==> src/rtl/pdw_pkg.sv <==
// Shared types, codes and digit helpers for the power display digit writer.
package pdw_pkg;

  localparam logic [1:0] REQ_POWER = 2'd0;
  localparam logic [1:0] REQ_NA    = 2'd1;

  localparam logic [3:0] CODE_DASH  = 4'h0a;
  localparam logic [3:0] CODE_BLANK = 4'h0f;

  localparam logic [16:0] POWER_MAX = 17'd99999;
  localparam logic [6:0]  UNIT_MAX  = 7'd99;

  localparam logic [16:0] STEP_D5   = 17'd10000;
  localparam logic [16:0] STEP_D4   = 17'd1000;
  localparam logic [16:0] STEP_D3   = 17'd100;
  localparam logic [16:0] STEP_D2   = 17'd10;

  // Pipeline payload between the digit extraction stages.
  typedef struct packed {
    logic [1:0]  req;
    logic [6:0]  unit;
    logic [3:0]  tens;
    logic [3:0]  ones;
    logic [3:0]  d5;
    logic [3:0]  d4;
    logic [3:0]  d3;
    logic [16:0] rem;
  } pl_t;

  // Eight digit codes, entry 0 goes to digit register 8.
  typedef logic [7:0][3:0] codes_t;

  // Decimal digit of v at weight step, valid while v < 10 * step.
  function automatic logic [3:0] pdw_digit(input logic [16:0] v, input logic [16:0] step);
    logic [3:0] d;
    d = 4'd0;
    for (int k = 1; k < 10; k++) begin
      if (v >= 17'(k) * step) d = 4'(k);
    end
    return d;
  endfunction

  // Remainder after removing digit d at weight step.
  function automatic logic [16:0] pdw_rem(input logic [16:0] v, input logic [3:0] d,
                                          input logic [16:0] step);
    return v - {13'd0, d} * step;
  endfunction

endpackage

==> src/rtl/pdw_if.sv <==
// Valid/ready channel interfaces for display requests and digit writes.
interface pdw_req_if;
  logic        valid;
  logic        ready;
  logic [1:0]  req_type;
  logic [6:0]  inverter_index;
  logic [16:0] power_watts;

  modport source (output valid, req_type, inverter_index, power_watts, input ready);
  modport sink   (input valid, req_type, inverter_index, power_watts, output ready);
endinterface

interface pdw_wr_if;
  logic       valid;
  logic       ready;
  logic [3:0] digit_address;
  logic [3:0] digit_code;
  logic       last_write;

  modport source (output valid, digit_address, digit_code, last_write, input ready);
  modport sink   (input valid, digit_address, digit_code, last_write, output ready);
endinterface

==> src/rtl/power_display_digit_writer_unit.sv <==
// Top level: display request to eight digit-register writes.
//
// Usage
//   req_i carries one display request per item: request type, zero-based
//   unit number and power in watts. wr_o carries digit-register writes,
//   digit 8 first and digit 1 last; last_write marks the eighth write.
//   Every request yields exactly eight writes.
//
// Timing
//   A request passes five register stages (saturate, unit digits with the
//   ten-thousands digit, thousands, hundreds, then the last two power
//   digits with code assembly) and loads the write shifter. The shifter
//   sends one digit per cycle while the receiver holds ready high and
//   takes the next request only after the eighth write; the stages ahead
//   of it take a new request every cycle until they fill.
//
// Reset and stalls
//   rst_ni clears all valid bits and the shifter; no write is pending.
//   When the receiver holds ready low, the current write stays on the
//   port, the shifter holds, and the stages fill up and drop req_i.ready.
module power_display_digit_writer_unit
  import pdw_pkg::*;
(
  input  logic          clk_i,
  input  logic          rst_ni,
  pdw_req_if.sink       req_i,
  pdw_wr_if.source      wr_o
);

  // Stage registers: payload plus valid bit per stage.
  pl_t    s1_q, s2_q, s3_q, s4_q;
  pl_t    s1_d, s2_d, s3_d, s4_d;
  logic   v1_q, v2_q, v3_q, v4_q, v5_q;
  codes_t s5_q, s5_d;

  // Write shifter.
  codes_t     codes_q;
  logic [2:0] cnt_q;
  logic       busy_q;

  logic rdy1, rdy2, rdy3, rdy4, rdy5;
  logic wr_fire, wr_done, ser_free;

  // Stall chain: a stage takes new data when empty or when it moves on.
  assign wr_fire  = busy_q && wr_o.ready;
  assign wr_done  = wr_fire && (cnt_q == 3'd7);
  assign ser_free = !busy_q || wr_done;
  assign rdy5     = !v5_q || ser_free;
  assign rdy4     = !v4_q || rdy5;
  assign rdy3     = !v3_q || rdy4;
  assign rdy2     = !v2_q || rdy3;
  assign rdy1     = !v1_q || rdy2;
  assign req_i.ready = rdy1;

  // Stage 1: saturate unit number and power.
  logic [7:0] unit_inc;
  always_comb begin
    unit_inc  = {1'b0, req_i.inverter_index} + 8'd1;
    s1_d      = '0;
    s1_d.req  = req_i.req_type;
    s1_d.unit = (unit_inc > {1'b0, UNIT_MAX}) ? UNIT_MAX : unit_inc[6:0];
    s1_d.rem  = (req_i.power_watts > POWER_MAX) ? POWER_MAX : req_i.power_watts;
  end

  // Stage 2: unit tens and ones, ten-thousands digit.
  always_comb begin
    s2_d      = s1_q;
    s2_d.tens = pdw_digit({10'd0, s1_q.unit}, STEP_D2);
    s2_d.ones = 4'(pdw_rem({10'd0, s1_q.unit}, s2_d.tens, STEP_D2));
    s2_d.d5   = pdw_digit(s1_q.rem, STEP_D5);
    s2_d.rem  = pdw_rem(s1_q.rem, s2_d.d5, STEP_D5);
  end

  // Stage 3: thousands digit.
  always_comb begin
    s3_d     = s2_q;
    s3_d.d4  = pdw_digit(s2_q.rem, STEP_D4);
    s3_d.rem = pdw_rem(s2_q.rem, s3_d.d4, STEP_D4);
  end

  // Stage 4: hundreds digit.
  always_comb begin
    s4_d     = s3_q;
    s4_d.d3  = pdw_digit(s3_q.rem, STEP_D3);
    s4_d.rem = pdw_rem(s3_q.rem, s4_d.d3, STEP_D3);
  end

  // Stage 5: tens and ones of power, blanking, assemble the eight codes.
  logic [3:0] p_d2, p_d1;
  logic       b5, b4, b3;
  always_comb begin
    p_d2 = pdw_digit(s4_q.rem, STEP_D2);
    p_d1 = 4'(pdw_rem(s4_q.rem, p_d2, STEP_D2));
    b5   = (s4_q.d5 == 4'd0);
    b4   = b5 && (s4_q.d4 == 4'd0);
    b3   = b4 && (s4_q.d3 == 4'd0);
    case (s4_q.req)
      REQ_POWER: begin
        s5_d = {p_d1, p_d2,
                b3 ? CODE_BLANK : s4_q.d3,
                b4 ? CODE_BLANK : s4_q.d4,
                b5 ? CODE_BLANK : s4_q.d5,
                CODE_DASH, s4_q.ones, s4_q.tens};
      end
      REQ_NA: begin
        s5_d = {CODE_DASH, CODE_DASH, CODE_DASH, CODE_DASH, CODE_BLANK,
                CODE_DASH, s4_q.ones, s4_q.tens};
      end
      default: begin
        // Unused type shows all dashes too.
        s5_d = {8{CODE_DASH}};
      end
    endcase
  end

  // Valid bits.
  always_ff @(posedge clk_i or negedge rst_ni) begin
    if (!rst_ni) begin
      v1_q <= 1'b0;
      v2_q <= 1'b0;
      v3_q <= 1'b0;
      v4_q <= 1'b0;
      v5_q <= 1'b0;
    end else begin
      if (rdy1) v1_q <= req_i.valid;
      if (rdy2) v2_q <= v1_q;
      if (rdy3) v3_q <= v2_q;
      if (rdy4) v4_q <= v3_q;
      if (rdy5) v5_q <= v4_q;
    end
  end

  // Payload registers, no reset.
  always_ff @(posedge clk_i) begin
    if (rdy1) s1_q <= s1_d;
    if (rdy2) s2_q <= s2_d;
    if (rdy3) s3_q <= s3_d;
    if (rdy4) s4_q <= s4_d;
    if (rdy5) s5_q <= s5_d;
  end

  // Write shifter: load a finished request, advance one digit per taken write.
  always_ff @(posedge clk_i or negedge rst_ni) begin
    if (!rst_ni) begin
      busy_q <= 1'b0;
      cnt_q  <= 3'd0;
    end else begin
      if (ser_free) begin
        busy_q <= v5_q;
        cnt_q  <= 3'd0;
      end else if (wr_fire) begin
        cnt_q  <= cnt_q + 3'd1;
      end
    end
  end

  always_ff @(posedge clk_i) begin
    if (ser_free && v5_q) codes_q <= s5_q;
  end

  assign wr_o.valid         = busy_q;
  assign wr_o.digit_address = 4'd8 - {1'b0, cnt_q};
  assign wr_o.digit_code    = codes_q[cnt_q];
  assign wr_o.last_write    = (cnt_q == 3'd7);

  // Hold the shifter position while the receiver stalls.
  assert property (@(posedge clk_i) disable iff (!rst_ni)
    busy_q && !wr_o.ready |=> busy_q && $stable(cnt_q))
    else $error("write shifter moved during a stall");

  // Digit 6 is a dash in every mode.
  assert property (@(posedge clk_i) disable iff (!rst_ni)
    busy_q && (cnt_q == 3'd2) |-> wr_o.digit_code == CODE_DASH)
    else $error("digit 6 is not a dash");

  // Digits 2 and 1 are never blanked.
  assert property (@(posedge clk_i) disable iff (!rst_ni)
    busy_q && (cnt_q == 3'd6 || cnt_q == 3'd7) |-> wr_o.digit_code != CODE_BLANK)
    else $error("low digit blanked");

  // A finished request is handed over right after the eighth write.
  assert property (@(posedge clk_i) disable iff (!rst_ni)
    wr_done |=> busy_q == $past(v5_q))
    else $error("queued request lost at shifter handover");

endmodule

==> src/flat_wrapper.sv <==
// flat-port wrapper written by rule: the top's interface ports become plain ports
module power_display_digit_writer_unit_flat import pdw_pkg::*;
  (clk_i, rst_ni, req_i_valid, req_i_req_type, req_i_inverter_index, req_i_power_watts, req_i_ready, wr_o_valid, wr_o_digit_address, wr_o_digit_code, wr_o_last_write, wr_o_ready);
  pdw_req_if req_i_i ();
  pdw_wr_if wr_o_i ();
  input  logic clk_i;
  input  logic rst_ni;
  input wire logic [$bits(req_i_i.valid)-1:0] req_i_valid;
  input wire logic [$bits(req_i_i.req_type)-1:0] req_i_req_type;
  input wire logic [$bits(req_i_i.inverter_index)-1:0] req_i_inverter_index;
  input wire logic [$bits(req_i_i.power_watts)-1:0] req_i_power_watts;
  output wire logic [$bits(req_i_i.ready)-1:0] req_i_ready;
  output wire logic [$bits(wr_o_i.valid)-1:0] wr_o_valid;
  output wire logic [$bits(wr_o_i.digit_address)-1:0] wr_o_digit_address;
  output wire logic [$bits(wr_o_i.digit_code)-1:0] wr_o_digit_code;
  output wire logic [$bits(wr_o_i.last_write)-1:0] wr_o_last_write;
  input wire logic [$bits(wr_o_i.ready)-1:0] wr_o_ready;
  assign req_i_i.valid = req_i_valid;
  assign req_i_i.req_type = req_i_req_type;
  assign req_i_i.inverter_index = req_i_inverter_index;
  assign req_i_i.power_watts = req_i_power_watts;
  assign req_i_ready = req_i_i.ready;
  assign wr_o_valid = wr_o_i.valid;
  assign wr_o_digit_address = wr_o_i.digit_address;
  assign wr_o_digit_code = wr_o_i.digit_code;
  assign wr_o_last_write = wr_o_i.last_write;
  assign wr_o_i.ready = wr_o_ready;
  power_display_digit_writer_unit u_core (.clk_i(clk_i), .rst_ni(rst_ni), .req_i(req_i_i), .wr_o(wr_o_i));
endmodule
==> config.mk <==
export PLATFORM = sky130hd
export DESIGN_NAME = power_display_digit_writer_unit_flat
export DESIGN_NICKNAME = d
export VERILOG_FILES = /design/src/rtl/pdw_pkg.sv /design/src/rtl/pdw_if.sv /design/src/rtl/power_display_digit_writer_unit.sv /design/src/flat_wrapper.sv
export SDC_FILE = /design/constraint.sdc
export NUM_CORES = 1
export LEC_CHECK = 0
export ABC_AREA = 1
export BUFFER_PORTS_ARGS = -buffer_cell sky130_fd_sc_hd__buf_2
export CAP_MARGIN = 20
export CORE_UTILIZATION = 35
export DETAILED_ROUTE_END_ITERATION = 16
export GPL_ROUTABILITY_DRIVEN = 0
export PLACE_DENSITY = 0.54
export SLEW_MARGIN = 20
export SYNTH_ARGS = -nofsm -noshare
export SYNTH_HDL_FRONTEND = slang
export SYNTH_SLANG_ARGS = --single-unit
==> constraint.sdc <==
create_clock -name clk_i -period 7.6 [get_ports clk_i]
set_input_delay 0.76 -clock clk_i [delete_from_list [all_inputs] [get_ports clk_i]]
set_output_delay 0.76 -clock clk_i [all_outputs]
set_load 0.01 [all_outputs]
-- Yosys cells after proc, flatten, opt, wreduce, memory -nomap -nowiden
Index checks and enable logic that the tools add are counted.
- flip-flop bits (word level): 204
- input port bits: 30
- output and inout bits: 11
- word-level logic and storage cells: 182
- $add $sub $neg: 8
- multiply operators: 5
- $lt $le $gt $ge: 48
- equal/unequal tests: 2
- mux-type cells: 53
- reductions and logical operators: 22
- operator list (operator ; count):
    $ge A17 B10 Y1 const B ; 5
    $mux W4 ; 20
    $ge A17 B13 Y1 const B ; 4
    $ge A17 B7 Y1 const B ; 4
    $pmux W32 S2 ; 1
    $mux W3 ; 18
    $ge A17 B16 Y1 const B ; 3
    $ge A17 B17 Y1 const B ; 3
    $ge A17 B6 Y1 const B ; 3
    $ge A17 B9 Y1 const B ; 3
    $ge A17 B12 Y1 const B ; 2
    $ge A17 B14 Y1 const B ; 2
    $ge A17 B15 Y1 const B ; 2
    $ge A17 B5 Y1 const B ; 2
    $ge A7 B6 Y1 const B ; 3
    $ge A7 B7 Y1 const B ; 3
    $ge A17 B11 Y1 const B ; 1
    $ge A17 B4 Y1 const B ; 1
    $ge A17 B8 Y1 const B ; 1
    $gt A17 B17 Y1 const B ; 1
    $sub A17 B11 Y17 ; 1
    $sub A17 B14 Y17 ; 1
    $sub A17 B17 Y17 ; 1
    $mux W2 ; 8
    other kinds (22) ; 45

-- Depth between registers and ports, before layout
Gate-level depths: netlist (run 1).
- word-level depth: 13
- depth in mapped cells: 30
- depth with buffers taken out: 30

-- Least setup slack after synthesis (run 1)
No wires, ideal clock.
- path type: register -> output
- start point: register u_core.cnt_q[1]
- end point: output req_i_ready
- arrival: 4228 ps
- required time: 6840 ps
- setup slack: 2612 ps
- stages on the path, launching flop included: 15
- buffers on the path: 0
- cells stage by stage: dfrtp_1 > ha_1 > ha_1 > inv_1 > nand2_1 > nand2_1 > inv_1 > nor2_1 > inv_1 > nor2_1 > inv_1 > nor2_1 > inv_1 > nor2_1 > nand2_1
- longest elaborated chain between the ends: 8
- RTL lines (what ; RTL line ; text):
    from (decl) ; power_display_digit_writer_unit.sv:38 ; logic [2:0] cnt_q;
    from (signal assigned) ; power_display_digit_writer_unit.sv:152 ; cnt_q <= cnt_q + 3'd1;
    $eq A3 B3 Y1 ; -- ;
    net wr_o_last_write ; flat_wrapper.sv:16 ; output wire logic [$bits(wr_o_i.last_write)-1:0] wr_o_last_write;
    $logic_and A1 B1 Y1 ; power_display_digit_writer_unit.sv:46 ; assign wr_done = wr_fire && (cnt_q == 3'd7);
    $logic_or A1 B1 Y1 ; power_display_digit_writer_unit.sv:47 ; assign ser_free = !busy_q || wr_done;
    $logic_or A1 B1 Y1 ; power_display_digit_writer_unit.sv:48 ; assign rdy5 = !v5_q || ser_free;
    net u_core.rdy5 ; power_display_digit_writer_unit.sv:41 ; logic rdy1, rdy2, rdy3, rdy4, rdy5;
    $logic_or A1 B1 Y1 ; power_display_digit_writer_unit.sv:49 ; assign rdy4 = !v4_q || rdy5;
    net u_core.rdy4 ; power_display_digit_writer_unit.sv:41 ;
    $logic_or A1 B1 Y1 ; power_display_digit_writer_unit.sv:50 ; assign rdy3 = !v3_q || rdy4;
    net u_core.rdy3 ; power_display_digit_writer_unit.sv:41 ;
    $logic_or A1 B1 Y1 ; power_display_digit_writer_unit.sv:51 ; assign rdy2 = !v2_q || rdy3;
    $logic_or A1 B1 Y1 ; power_display_digit_writer_unit.sv:52 ; assign rdy1 = !v1_q || rdy2;
    to (decl) ; flat_wrapper.sv:12 ; output wire logic [$bits(req_i_i.ready)-1:0] req_i_ready;
The timed path passes the listed nets, and every way through them passes these cells.

==> results of run 1 <==
==> cells in the mapped netlist (all sizes together) <==
| cell type | count | share of area (%) |
|---|---|---|
| o2111ai | 3 | 0.24 |
| inv | 175 | 6.0 |
| o21ai | 42 | 2.0 |
| a21o | 5 | 0.35 |
| xor2 | 37 | 3.0 |
| o41ai | 1 | 0.081 |
| o311ai | 3 | 0.24 |
| o21bai | 3 | 0.21 |
| a21oi | 73 | 3.6 |
| nand4 | 13 | 0.75 |
| nor2 | 120 | 4.2 |
| buf | 2 | 0.17 |
| a31oi | 7 | 0.46 |
| edfxtp | 187 | 52 |
| a221oi | 1 | 0.081 |
| dfrtp | 9 | 2.1 |
| o22ai | 4 | 0.23 |
| or2 | 13 | 0.75 |
| nor3 | 10 | 0.61 |
| a311o | 1 | 0.092 |
| nand3b | 9 | 0.62 |
| ha | 73 | 8.4 |
| o31ai | 2 | 0.14 |
| fa | 16 | 2.9 |
| a21boi | 1 | 0.069 |
| o211ai | 4 | 0.28 |
| a41oi | 2 | 0.16 |
| nor4 | 6 | 0.35 |
| nand2 | 184 | 6.4 |
| and2 | 2 | 0.11 |
| xnor2 | 20 | 1.6 |
| clkbuf | 9 | 0.31 |
| a211oi | 2 | 0.14 |
| a311oi | 1 | 0.081 |
| nand3 | 38 | 1.7 |
==> registers in the layout (all words and copies together) (netlist names) <==
| name | flops |
|---|---|
| u_core.codes_q | 28 |
| u_core.s1_q | 26 |
| u_core.s5_q | 28 |
| u_core.s3_q | 35 |
| u_core.v3_q | 1 |
| u_core.v1_q | 1 |
| u_core.v2_q | 1 |
| u_core.v4_q | 1 |
| u_core.s4_q | 39 |
| u_core.cnt_q | 3 |
| u_core.s2_q | 31 |
| u_core.v5_q | 1 |
| u_core.wr_o.valid | 1 |
==> per-layer routing <==
metal	vias up	global-route usage [%]
met5	-	0
li1	3738	-
met2	127	22.42
met1	3350	15.83
met3	27	2.728
met4	0	4.767
==> power by group through the flow <==
stage	Clock (mW)	Combinational [mW]	Sequential [mW]
floorplan	0	0.632	1.36
global placement	0	0.806	1.38
detailed placement	0	0.812	1.38
CTS	0.928	0.817	1.36
global route	0.964	0.926	1.37
finish	0.899	0.810	1.36
==> cells in the final DEF, fill, tap and decap left out, types with 3 or more instances in the layout <==
cell	n
a21o_1	5
a21oi_1	67
a21oi_2	6
a31oi_1	6
buf_2	40
buf_4	5
clkbuf_16	17
clkinv_8	7
clkinvlp_4	3
dfrtp_1	9
edfxtp_1	187
fa_1	16
ha_1	73
inv_1	171
inv_2	3
nand2_1	183
nand3_1	38
nand3b_1	9
nand4_1	13
nor2_1	117
nor2_2	3
nor3_1	8
nor4_1	6
o2111ai_1	3
o211ai_1	4
o21ai_0	34
o21ai_1	7
o21bai_1	3
o22ai_1	4
or2_2	13
xnor2_1	20
xor2_1	37
==> cell type report <==
cell class,instances,area [sq um],area share (%)
multi-input combinational,696,4339,35.62
timing repair buffer,45,237.7,1.952
clock buffer,17,425.4,3.493
inverter,175,656.9,5.393
sequential,196,5841,47.95
tap,396,495.5,4.068
clock inverter,15,185.2,1.520
==> final timing paths <==
check	slack [ns]	depth (start not counted)	start	endpoint
max	2.13	23	u_core.s2_q[15]	u_core.s3_q[15]
max in group asynchronous	7.23	1	rst_ni	u_core.v3_q
max reg2reg	2.13	23	u_core.s2_q[15]	u_core.s3_q[15]
min in group clk_i	0.41	0	u_core.s3_q[32]	u_core.s4_q[32]
min reg2reg	0.41	0	u_core.s3_q[32]	u_core.s4_q[32]
min	0.16	1	rst_ni	u_core.cnt_q[0]
==> cells by family (layout without fill, tap and decap cells) <==
logic type / after synthesis / in the layout / share of synthesized area (%)
AO/OA/AOI/OAI: 155 / 155 / 8.373
AND/OR/NAND/NOR: 395 / 395 / 15.49
flip-flops: 196 / 196 / 53.69
buffers and inverters: 186 / 252 / 6.521
adder cells (fa/ha/maj): 89 / 89 / 11.34
XOR/XNOR: 57 / 57 / 4.589
==> worst max-delay path: stages, from the launching register on <==
cell,delay [ns]
edfxtp_1,0.48
nor3_4,0.28
nand2_2,0.13
a31oi_2,0.32
inv_2,0.17
nor2_1,0.50
inv_1,0.12
fa_1,0.61
inv_1,0.08
fa_1,0.44
ha_1,0.36
a21oi_1,0.15
o21ai_0,0.14
xor2_1,0.17
ha_1,0.36
nand2_1,0.09
nor2_1,0.04
a211oi_1,0.16
o21ai_0,0.19
nand2_1,0.10
nand2_1,0.08
nand2_1,0.06
nand2_1,0.06
xnor2_1,0.12
==> stage by stage <==
| step | utilization [%] | hold WS, ns | total power [mW] | instance area (sq um) | std cells |
|---|---|---|---|---|---|
| finish | 39.82 | 0.1612 | 3.069 | 12180 | 1540 |
| global route | 39.82 | 0.1549 | 3.258 | 12180 | 1540 |
| CTS | 39.79 | 0.1494 | 3.106 | 12170 | 1540 |
| detailed placement | 37.80 | 0.4045 | 2.197 | 11560 | 1508 |
| global placement | 37.80 | 0.4021 | 2.190 | 11560 | 1508 |
| floorplan | - | 0.4003 | 1.991 | 10880 | 1078 |
==> results.ini, run 1 <==
[layout]
fillCellCount=3013
drive_gt1_share_pct=9.441
final_nets=1250
area_growth_pct=11.96
diodes=0

[pwr]
combPwrFrac_pct=26.4
p_int_mw=2.070
p_leak_nw=5.015
p_sw_share_pct=32.55
clock_power_share_pct=29.3
p_switching_mw=0.9988
p_seq_share_pct=44.3
peakVddDrop_mv=0.1499
power_density_mw_per_mm2=251.9

[synthesis]
yosysUniqueCellTypes=46
postSynthCellCount=1078
yosys_warnings=0
ys_ff_latch=196
yosysSeqAreaShare_pct=53.69
syn_area_per_cell_sq_um=10.09
syn-cell-area_sq_mm=0.01088
syn_nets=1197

[global_routing]
antenna_found_initial=0
overflow=0
grt_use_total_pct=12.96
grt_pass1_vias=6949
grt_pass1_wl_microns=32580
grt_max_degree=42

[timing]
setup_slack_ns=2.132
finalSetupTns_ns=0
slew_viol_final=0
worst_slew_pin_slew_ns=0.9392
final_hold_viol_count=0
min_period_ns=5.468
timing.final.crit_share_pct=71.94
rsz0062_at_grt=false
fmax_mhz=182.9
slew_headroom_pct=37.00
skew_ns=0.02129
setup_violations=0

[critical_path]
required_ns=7.78
start_kind=flop
path_class=flop to flop
critical_path_peak_fanout=8
end_kind=flop
cp.arrival_ns=5.64

[cts]
cts_sinks=196
postCtsSetupBuffers=0
cts_resized=0
clkTransAtPathRegs_ns=0.09
cts-root-buf=clkbuf_16
cts_made_buffers=17
clk_path_buf_depth=2
cts_hold_buf=0
cts_tree=yes
cts_max_level=4
insertion_delay_ns=0.45

[routing]
antenna_left=0
routedWlPerCell_microns=12.50
maxUsedRoutingLayer=met4
vias=7242
drtPass1Iterations=5
route.met3.wl_microns=699
drc_errors=0
m1WireLength_microns=8846
drt-initial-drc-count=405
wl_microns=19250
vias_per_cell=4.703
wl_met2_microns=9415

[floorplanning]
die-area_sq_mm=0.03179
die_width_microns=178.3
die_height_microns=178.3
coreArea_sq_mm=0.03059
start_util_pct=35.57
ios=41
fp-row-count=64

[place]
dp_slack_ns=2.106
hpwl_microns=14770
port_buffers=40

[status]
status=complete, no violations

[hold_path]
hp-class=primary input to asynchronous set/reset pin

[flow_run]
cap_violations=0

Note: power is estimated with default switching activity, not from simulation.
==> run 2, diff against run 1 <==
==> constraint.sdc (replaced) <==
create_clock -name clk_i -period 5.3 [get_ports clk_i]
set_input_delay 0.53 -clock clk_i [delete_from_list [all_inputs] [get_ports clk_i]]
set_output_delay 0.53 -clock clk_i [all_outputs]
set_load 0.01 [all_outputs]
==> results.ini, run 2 (same netlist as run 1, synthesis figures left out) <==
[status]
status=complete, no violations

[floorplanning]
start_util_pct=35.57
die-area_sq_mm=0.03179
coreArea_sq_mm=0.03059
fp-row-count=64
die_height_microns=178.3
die_width_microns=178.3
ios=41

[hold_path]
hp-class=primary input to flop

[timing]
final_hold_viol_count=0
fmax_mhz=205.5
min_period_ns=4.866
slew_headroom_pct=53.00
timing.final.crit_share_pct=91.81
slew_viol_final=0
finalSetupTns_ns=0
worst_slew_pin_slew_ns=0.7025
rsz0062_at_grt=false
setup_violations=0
skew_ns=0.01589

[cts]
insertion_delay_ns=0.44
cts-root-buf=clkbuf_16
clkTransAtPathRegs_ns=0.08
clk_path_buf_depth=2
cts_max_level=4
cts_made_buffers=17
cts_tree=yes
cts_sinks=196

[routing]
drtPass1Iterations=5
antenna_left=0
drc_errors=0
vias_per_cell=4.606
wl_microns=19440
vias=7148
routedWlPerCell_microns=12.52
drt-initial-drc-count=400

[layout]
layout_commonest_cell=edfxtp_1
final_nets=1262
area_growth_pct=12.89
fillCellCount=2976
diodes=0
largest_reg_flops=39
largest-register=u_core.s4_q
multi_input_area_sq_mm=0.004368
layout_common_cells=edfxtp_1 (187), nand2_1 (183), inv_1 (172)
seq_area_sq_mm=0.005841
final_core_util_pct=40.15
drive_gt1_share_pct=10.64
fin_cells=1552
largest_registers=u_core.s4_q (39), u_core.s3_q (35), u_core.s2_q (31)

[pwr]
peakVddDrop_mv=0.2340
p_int_mw=3.015
p_leak_nw=5.081
p_sw_share_pct=31.59
clock_power_share_pct=29.1
p_seq_share_pct=44.2
power_density_mw_per_mm2=358.8
combPwrFrac_pct=26.7
p_switching_mw=1.392
finalPower_mw=4.406

[place]
hpwl_microns=14900
place.detailed.instances=1516
port_buffers=40

[global_routing]
antenna_found_initial=0
grt_use_total_pct=12.80
grt_max_degree=41
grt_pass1_vias=6843
grt_pass1_wl_microns=32250
overflow=0

[critical_path]
cpMaxStageDelayCell=fa_1
cpPeakStageDelay_ns=0.55
start_kind=flop
path_class=flop to flop
end_kind=flop
required_ns=5.48
critical_path.top_delay_family=adder cells
cp.arrival_ns=5.05
critical_path_peak_fanout=5
path_buf_inv=4
path_common_cell=nand2_1

[flow_run]
cap_violations=0

==> run 2: cell types whose count changed in the layout (fill, tap and decap cells not counted), sizes merged <==
cell | previous run | this run
clkinv | 10 | 4
clkbuf | 17 | 18
inv | 177 | 182
dlygate4sd3 | 0 | 1
clkinvlp | 3 | 2
buf | 45 | 56
bufinv | 0 | 1
==> run 2: final timing paths <==
| kind | from | slack [ns] | depth (start not counted) | end |
|---|---|---|---|---|
| min in group asynchronous | rst_ni | 0.48 | 2 | u_core.wr_o.valid |
| min reg2reg | u_core.s3_q[33] | 0.42 | 0 | u_core.s4_q[33] |
| max in group asynchronous | rst_ni | 4.61 | 2 | u_core.v2_q |
| max | u_core.s2_q[14] | 0.43 | 26 | u_core.s3_q[16] |
| max reg2reg | u_core.s2_q[14] | 0.43 | 26 | u_core.s3_q[16] |
| min | req_i_req_type[1] | 0.27 | 1 | u_core.s1_q[45] |
==> run 2: per-layer routing <==
metal	vias to the layer above	wire (microns)	track usage (%)
met1	3281	9260	16.53
met2	91	9422	21.63
met4	0	170	3.213
met5	-	0	0
li1	3760	-	-
met3	16	584	2.877
==> run 2: per-stage QoR <==
step,instance area [sq um],hold WS (ns),setup WS (ns)
finish,12280,0.2712,0.4340
floorplan,10880,0.2344,0.5028
global route,12280,0.2521,0.02867
detailed placement,11620,0.4045,0.2067
CTS,12220,0.2531,0.1721
global placement,11620,0.4013,0.3322
==> run 2: final cells by class <==
cell class              count  share of cell area (%)
flip-flops and latches    196                   47.55
multi-input cells         696                   35.56
inverters                 175                   5.348
well taps                 396                   4.034
clock buffers              18                   3.494
repair buffers             57                   2.689
clock inverters            14                   1.314
==> run 2: worst reg2reg max path, cell delays in order (launching register included) <==
cell and delay (ns):
edfxtp_1 0.44, nor3_4 0.27, nand2_2 0.14, inv_1 0.13, nand2_1 0.09, a21oi_2 0.17, o21ai_1 0.10, a21oi_2 0.24
buf_4 0.21, ha_1 0.14, inv_1 0.05, fa_1 0.55, inv_1 0.06, ha_1 0.28, nand2_1 0.07, nand2_1 0.06
a21oi_2 0.16, o21bai_1 0.09, a21oi_2 0.18, xor2_1 0.17, ha_1 0.30, a21oi_1 0.18, o21ai_1 0.12, nand2_1 0.07
nand2_1 0.07, nor3_1 0.18, xor2_1 0.09
==> run 2: power by group through the flow <==
stage	combinational, mW	clock, mW	sequential (mW)
3_5_place_dp	1.17	0	1.99
3_3_place_gp	1.16	0	1.98
2_1_floorplan	0.907	0	1.95
4_1_cts	1.18	1.32	1.95
6_report	1.17	1.28	1.95
5_1_grt	1.35	1.38	1.96
==> run 2: timing repair <==
item,in CTS,in global routing
gates resized for setup,0,10
setup buffers,0,3
hold endpoints to repair,9,0
hold buffers,1,0
setup endpoints to repair,0,5
==> run 3, diff against run 2 <==
--- a/config.mk
+++ b/config.mk
@@ -11,6 +11,7 @@
 export CORE_UTILIZATION = 35
 export DETAILED_ROUTE_END_ITERATION = 16
 export GPL_ROUTABILITY_DRIVEN = 0
+export GPL_TIMING_DRIVEN = 0
 export PLACE_DENSITY = 0.54
 export SLEW_MARGIN = 20
 export SYNTH_ARGS = -nofsm -noshare
==> results.ini, run 3 (same netlist as run 1, synthesis figures left out) <==
[status]
status=complete, no violations

[timing]
slew_headroom_pct=51.44
timing.final.crit_share_pct=93.26
fmax_mhz=202.3
finalSetupTns_ns=0
worst_slew_pin_slew_ns=0.7274
setup_violations=0
slew_viol_final=0
skew_ns=0.01738
final_hold_viol_count=0
fin_hold_ws_ns=0.2755
min_period_ns=4.943
setup_slack_ns=0.3572

[routing]
drt-initial-drc-count=408
wl_microns=19510
antenna_left=0
maxUsedRoutingLayer=met4
drtPass1Iterations=5
drc_errors=0
route.met3.wl_microns=674
vias_per_cell=4.624
wl_met2_microns=9591
routedWlPerCell_microns=12.48
m1WireLength_microns=9160
vias=7232

[layout]
largest-register=u_core.s4_q
layout_common_cells=edfxtp_1 (187), nand2_1 (181), inv_1 (168)
layout_commonest_cell=edfxtp_1
final_core_util_pct=40.73
fillCellCount=3015
area_growth_pct=14.51
fin_cells=1564
stdcell_area_sq_mm=0.01246
final_nets=1274
diodes=0
largest_registers=u_core.s4_q (39), u_core.s3_q (35), u_core.s2_q (31)
largest_reg_flops=39
seq_area_sq_mm=0.005841
multi_input_area_sq_mm=0.004420
drive_gt1_share_pct=11.64

[pwr]
combPwrFrac_pct=27.2
p_switching_mw=1.462
p_leak_nw=5.127
clock_power_share_pct=29.4
p_int_mw=3.007
power_density_mw_per_mm2=358.7
peakVddDrop_mv=0.2116
finalPower_mw=4.469
p_seq_share_pct=43.3
p_sw_share_pct=32.72

[critical_path]
cp.arrival_ns=5.11
path_class=flop to flop
end_kind=flop
start_kind=flop
required_ns=5.47
critical_path_peak_fanout=5

[place]
placed_area_sq_mm=0.01160
port_buffers=40
hpwl_microns=14870
dp_slack_ns=-0.3986
place.detailed.instances=1515

[floorplanning]
start_util_pct=35.57
die_height_microns=178.3
coreArea_sq_mm=0.03059
ios=41
fp-row-count=64
die_width_microns=178.3
die-area_sq_mm=0.03179

[global_routing]
grt_max_degree=38
grt_use_total_pct=12.90
grt_pass1_vias=6918
overflow=0
grt_pass1_wl_microns=32750
antenna_found_initial=0

[cts]
insertion_delay_ns=0.43
clkTransAtPathRegs_ns=0.08
clk_path_buf_depth=2
cts_sinks=196
cts_max_level=4
cts_tree=yes
cts-root-buf=clkbuf_16
cts_made_buffers=17

[hold_path]
hp-class=primary input to flop

[flow_run]
cap_violations=0

run 3: cell count changes in the layout (fill, tap and decap cells not counted), sizes merged:
| cell | change |
|---|---|
| clkbuf | +8 |
| buf | +3 |
| clkinv | +3 |
| clkinvlp | -2 |
| bufinv | -1 |
| inv | +1 |
run 3: path summary, 6_finish.rpt:
check	start	slack, ns	to	depth (start not counted)
max	u_core.s2_q[15]	0.36	u_core.s3_q[16]	21
min	req_i_req_type[1]	0.28	u_core.s1_q[45]	1
max reg2reg	u_core.s2_q[15]	0.36	u_core.s3_q[16]	21
min reg2reg	u_core.s5_q[24]	0.42	u_core.codes_q[24]	0
max in group asynchronous	rst_ni	4.61	u_core.v2_q	2
min in group asynchronous	rst_ni	0.48	u_core.wr_o.valid	2
run 3: critical path, cell delays in order (launching register included):
cell and delay [ns]:
edfxtp_1 0.45, nor3_4 0.28, nand2_2 0.15, inv_1 0.13, nand2_1 0.11, a21oi_4 0.18, o21ai_1 0.13, a21oi_4 0.20
fa_2 0.51, fa_1 0.49, ha_1 0.35, a21oi_1 0.24, xor2_1 0.12, ha_1 0.38, nand2_1 0.08, o21ai_0 0.21
a21oi_2 0.07, o21ai_1 0.23, nand2_1 0.08, nand2_1 0.11, nor3_2 0.05, xor2_1 0.14
run 3: cell type report:
type / instances / share of cell area, %
plain buffers: 11 / 0.4218
clock inverters: 15 / 1.577
inverters: 175 / 5.273
multi-input cells: 696 / 35.48
flip-flops and latches: 196 / 46.88
clock buffers: 17 / 3.415
repair buffers: 58 / 2.973
well taps: 396 / 3.977
run 3: timing repair:
item / 4_1_cts / 5_1_grt
endpoints found under the setup margin: 9 / 8
pin swaps: 1 / 2
endpoints found under the hold margin: 9 / 0
hold buffers: 1 / 0
setup buffers: 2 / 13
gates resized for setup: 7 / 13
cloned: 0 / 0
run 3: metal layers:
layer,vias up,track usage (%)
met5,-,0
li1,3789,-
met3,8,2.579
met4,0,2.754
met2,132,22.37
met1,3303,16.58
run 3: power by group through the flow:
stage	sequential, mW	clock, mW	combinational [mW]
after floorplan	1.95	0	0.907
after global placement	1.98	0	1.17
after detailed placement	1.97	0	1.19
after CTS	1.94	1.35	1.20
after global routing	1.95	1.41	1.39
final	1.94	1.31	1.22
